===== config.mk =====
export PLATFORM = sky130hd
export DESIGN_NAME = rau_divider
export DESIGN_NICKNAME = d
export VERILOG_FILES = /design/src/rau_pkg.sv /design/src/rau_divider.sv
export SDC_FILE = /design/constraint.sdc
export NUM_CORES = 1
export LEC_CHECK = 0
export CAP_MARGIN = 20
export CORE_MARGIN = 2
export CORE_UTILIZATION = 65
export CTS_CLUSTER_DIAMETER = 120
export DETAILED_ROUTE_END_ITERATION = 8
export DONT_BUFFER_PORTS = 1
export HOLD_SLACK_MARGIN = 0.05
export MAX_ROUTING_LAYER = met4
export PLACE_DENSITY = 0.79
export REMOVE_ABC_BUFFERS = 1
export SLEW_MARGIN = 5
export SYNTH_ARGS = -nofsm -noshare
export SYNTH_HDL_FRONTEND = slang
export SYNTH_SLANG_ARGS = --single-unit

===== constraint.sdc =====
create_clock -name clk -period 17.4 [get_ports clk]
set_input_delay 2.61 -clock clk [delete_from_list [all_inputs] [get_ports clk]]
set_output_delay 2.61 -clock clk [all_outputs]
set_load 0.1 [all_outputs]

===== src/rau_pkg.sv =====
// Package: shared constants, action and status codes for the rational arithmetic unit.
package rau_pkg;

  localparam int OPERAND_WIDTH_DEF = 32;
  localparam int WORD_W = 64;

  localparam logic [2:0] ACT_ADD = 3'd0;
  localparam logic [2:0] ACT_SUB = 3'd1;
  localparam logic [2:0] ACT_MUL = 3'd2;
  localparam logic [2:0] ACT_DIV = 3'd3;
  localparam logic [2:0] ACT_CMP = 3'd4;

  localparam logic [1:0] ST_OK      = 2'd0;
  localparam logic [1:0] ST_INVALID = 2'd1;
  localparam logic [1:0] ST_DIVZERO = 2'd2;

  localparam logic [1:0] ORD_EQ = 2'b00;
  localparam logic [1:0] ORD_GT = 2'b01;
  localparam logic [1:0] ORD_LT = 2'b11;

  typedef struct packed {
    logic start;
    logic [WORD_W-1:0] dividend;
    logic [WORD_W-1:0] divisor;
  } div_req_t;

endpackage


===== src/rau_divider.sv =====
// Shared restoring divider: one quotient bit per cycle, 64-bit unsigned.
module rau_divider (
  input  logic                          clk,
  input  logic                          rst,
  input  rau_pkg::div_req_t             req,
  output logic                          done,
  output logic [rau_pkg::WORD_W-1:0]    quot,
  output logic [rau_pkg::WORD_W-1:0]    rem
);

  localparam int W = rau_pkg::WORD_W;
  localparam int CW = $clog2(W + 1);

  logic            active;
  logic [CW-1:0]   count;
  logic [W-1:0]    divisor;
  logic [W:0]      trial;
  logic [W:0]      shifted;

  assign shifted = {rem, quot[W-1]};
  assign trial = shifted - {1'b0, divisor};

  always_ff @(posedge clk) begin
    if (rst) begin
      active <= 1'b0;
      done <= 1'b0;
      count <= '0;
    end else begin
      done <= 1'b0;
      if (req.start) begin
        active <= 1'b1;
        count <= CW'(W);
        quot <= req.dividend;
        rem <= '0;
        divisor <= req.divisor;
      end else if (active) begin
        if (trial[W]) begin
          rem <= shifted[W-1:0];
          quot <= {quot[W-2:0], 1'b0};
        end else begin
          rem <= trial[W-1:0];
          quot <= {quot[W-2:0], 1'b1};
        end
        count <= count - CW'(1);
        if (count == CW'(1)) begin
          active <= 1'b0;
          done <= 1'b1;
        end
      end
    end
  end

endmodule


[Yosys cells after proc, flatten, opt, wreduce, memory -nomap -nowiden]
Index checks and enable logic that the tools add are counted.
Storage, ports and cells
  flip-flop bits (word level): 201
  output and inout port bits: 129
  word-level logic and storage cells: 28
Operators by class
  add/sub/neg operators: 2
  equality and inequality tests: 1
  multiplexer cells: 11
  bitwise operators: 2
  reduce and logical (&&, ||, !) cells: 5
Operator list (number)
  $mux W64: 4
  $sub A65 B64 Y65: 1
  $mux W7: 2
  $eq A7 B1 Y1 const B: 1
  $sub A7 B1 Y7 const B: 1
  $mux W1: 5
  $reduce_and A2 Y1: 2
  $reduce_or A3 Y1: 1
  $not A1 Y1: 2
  $reduce_bool A2 Y1: 1
  $reduce_or A2 Y1: 1

[Logic depth before layout (Yosys ltp)]
  depth after elaboration: 4
  depth in mapped cells: 15
  mapped depth without buffers: 13

[Worst setup path after synthesis]
OpenSTA, ideal clock, no wires.
  path type: input to register
  from: input req[128] (netlist name)
  to: register quot[0] (netlist name), enable pin
  library setup time: 618 ps
  arrival time: 8872 ps
  data required time: 16782 ps
  setup slack: 7910 ps
  stages on the path: 5
  buffers on the path: 3
  cell sequence: clkbuf_1 clkbuf_1 buf_1 nor2_1 nor2_1
On the way
  word-level cells in the longest chain between the ends: 2
Ends and longest elaborated chain
  start: declaration: line rau_divider.sv:5  | input rau_pkg::div_req_t req,
  $reduce_bool A2 Y1 (no line)
  $reduce_and A2 Y1 (no line)
  end signal: assignment: line rau_divider.sv:33  | quot <= req.dividend;
  end signal: assignment: line rau_divider.sv:39  | quot <= {quot[W-2:0], 1'b0};
  end signal: assignment: line rau_divider.sv:42  | quot <= {quot[W-2:0], 1'b1};
  end: declaration: line rau_divider.sv:7  | output logic [rau_pkg::WORD_W-1:0] quot,
No other way between the ends.
A chain may end at the register's enable or synchronous reset.

[Worst setup path in the final report]
  from: register rem[36] (netlist name)
  to: register rem[16] (netlist name), data pin
On the way
  word-level cells in the longest chain between the ends: 3
Ends and longest elaborated chain
  start: declaration: line rau_divider.sv:8  | output logic [rau_pkg::WORD_W-1:0] rem
  start signal: assignment: line rau_divider.sv:38  | rem <= shifted[W-1:0];
  start signal: assignment: line rau_divider.sv:41  | rem <= trial[W-1:0];
  $sub A65 B64 Y65: line rau_divider.sv:21  | assign trial = shifted - {1'b0, divisor};
  $mux W64: line rau_divider.sv:37  | if (trial[W]) begin
  $mux W64: line rau_divider.sv:36  | end else if (active) begin
No other way between the ends. The select of a mux whose other input is x is not followed.

==> reports/metrics.yaml <==
status: "finished, final reports clean"
row_count: 50
final_core_util_pct: 70.0
place_congestion: 0.925
start_util_pct: 65.7
port_buffers: 0
dp_hpwl_um: 21800
die-height_um: 141
cts_setup_buffers: 0
viasPerCell: 6.60
ys.flop_type: "edfxtp_1"
wl_met3_um: 2820
cts_tree: "yes"
io_pins: 260
power.total_mw: 1.63
fmax_mhz: 199
min_period_ns: 5.02
critPathKind: "reg2reg"
die_area_mm2: 0.0199
wl_met2_um: 15100
grt_pass1_vias: 8725
cts_buffers: 23
slew_headroom_pct: 24.7
clkTransAtPathRegs_ns: 0.06
post_synth.cell_area_avg_um2: 10.3
drtAntennaViolNets: 0
pwr_density_cell_mw_per_mm2: 125
ys.warnings.count: 0
clock-sinks: 201
crit_path_end_kind: "flip-flop"
cp_max_fo: 53
die_w_um: 141
irDropWorstVdd_uv: 107
drive_above_1_share_pct: 10.3
routed.top_layer: "met4"
worstSkewPairLatency_ns: 0.51
core_mm2: 0.0186
rsz0062_at_grt: "false"
ys_ff_latch: 201
grt_usage_pct: 31.1
drc: 0
overflow: 0
worstPathRequired_ns: 17.72
antenna_found_initial: 4
ys_types: 68
clockBufferDepth: 3
area_growth_pct: 6.55
multi_input_area_mm2: 0.00567
fillers: 1409
synth_edf_count: 192
cts_hold_buf: 0
finalMaxSlewViolations: 0
worst_ep_arrival_time_ns: 5.34
fin_setup_tns_ns: 0
ff_latch_area_mm2: 0.00595
place_area_mm2: 0.0123
m1WireLength_um: 12300
synthCells: 1182
first_pass_iters: 5
drt_wl_total_um: 31100
drt-initial-drc-count: 685
fin_skew_ns: 0.0241
post-route-period-util_pct: 28.8
htreeDepth: 1
ctsResizeCount: 0
report.final.hold_viol_count: 0
grt_pass1_wl_um: 47600
syn_area_mm2: 0.0122
wire_per_inst_um: 22.3
worst_pin_slew_ns: 1.13
maxCapViolations: 0
grt_max_degree: 135
finalInstanceArea_mm2: 0.0130
final_nets: 1339
vias: 9212
setup_viol: 0
p_leak_nw: 4.98
hold_path.class: "reg2reg"
root_buffer: "clkbuf_16"
async_flop_share_pct: 0
start_kind: "flip-flop"
seq_area_frac_synth_pct: 48.7
worst paths after layout:
check	to	slack, ns	depth (start not counted)	startpoint
setup reg to reg	rem[16]	12.38	12	rem[36]
setup / recovery	rem[16]	12.38	12	rem[36]
hold reg to reg	count[1]	0.52	2	count[1]
hold / removal	count[1]	0.52	2	count[1]
cells in the final DEF, fill, tap and decap left out, types with 5 or more instances in the layout:
cell type | Yosys | final
nand4_1 | 24 | 24
xnor2_1 | 36 | 36
o21a_1 | 8 | 8
o21bai_1 | 16 | 16
and3_1 | 10 | 9
nor2b_1 | 9 | 8
a221o_1 | 5 | 5
mux2_2 | 63 | 63
buf_4 | 1 | 7
nand3_1 | 57 | 56
a21oi_1 | 143 | 143
nand2b_1 | 6 | 6
nand2_1 | 64 | 64
nor2_1 | 41 | 40
o31ai_1 | 6 | 6
a21o_1 | 32 | 32
inv_1 | 85 | 85
clkbuf_16 | 0 | 23
dfxtp_1 | 9 | 9
ha_1 | 66 | 66
nor3_1 | 14 | 14
o211ai_1 | 7 | 7
edfxtp_1 | 192 | 192
a211oi_1 | 13 | 13
nor4_1 | 6 | 6
clkinv_1 | 0 | 8
or3_1 | 12 | 12
a31oi_1 | 10 | 10
o21ai_0 | 96 | 96
xor2_1 | 21 | 21
cells in the mapped netlist (all sizes together), types with 10 or more instances:
master,number,area [µm²]
buf,14,83.8
ha,66,826
mux2,63,709
or3,12,75.1
nor2,41,154
nand4,25,163
nand2,64,240
nand3,58,295
and3,10,62.6
o21ai,97,485
xor2,21,184
clkbuf,60,225
xnor2,36,315
o21bai,16,120
edfxtp,192,5770
a21oi,145,733
a211oi,13,97.6
a31oi,10,62.6
a21o,32,240
inv,85,319
nor3,14,70.1
metrics by stage:
stage | setup WS, ns | std cells | hold WS [ns]
after global routing | 12.08 | 1395 | 0.560
after global placement | 12.55 | 1349 | 0.484
after detailed placement | 12.35 | 1349 | 0.493
after floorplan | 8.76 | 1108 | 0.469
after CTS | 12.36 | 1390 | 0.518
final | 12.38 | 1395 | 0.524
area by class of cell:
class	count	share of cell area (%)
Antenna cell	4	0.0769
Clock buffer	24	4.45
Clock inverter	17	0.904
Inverter	85	2.45
Multi-Input combinational cell	822	43.5
Sequential cell	201	45.7
Tap cell	234	2.25
Timing Repair Buffer	8	0.616
flip-flops by register name, summed over array words and instances (netlist names):
name / cells
count: 7
rem: 64
quot: 64
done: 1
active: 1
divisor: 64
critical path: stages (launching register included):
cell      delay [ns]
edfxtp_1        0.79
ha_1            0.67
nand4_2         0.19
or3_1           0.41
nor4_1          0.38
nand2_1         0.10
a211oi_1        0.41
o211ai_2        0.18
nand3_2         0.16
and3_2          0.31
buf_4           0.50
nor2_1          0.38
a211oi_1        0.31
layer usage:
metal / up-vias / global-route usage, %
met3: 70 / 7.64
met4: 0 / 10.1
li1: 4333 / -
met1: 4377 / 38.3
met2: 432 / 50.8
met5: - / -
power by group:
group	switching, mW	internal, mW
Combinational	0.226	0.147
Sequential	0.219	0.585
Clock	0.192	0.256
kinds of logic after synthesis:
family	Yosys count	synth area share, %
DFF	201	48.7
muxes	64	5.89
xor gates and xnor gates	57	4.09
adders and majority gates	67	6.93
AOI/OAI and AO/OA	369	18.2
buffers and inverters	159	5.14
and+or+nand+nor	265	11.1
No activity file was read; power rests on OpenSTA's default activity.
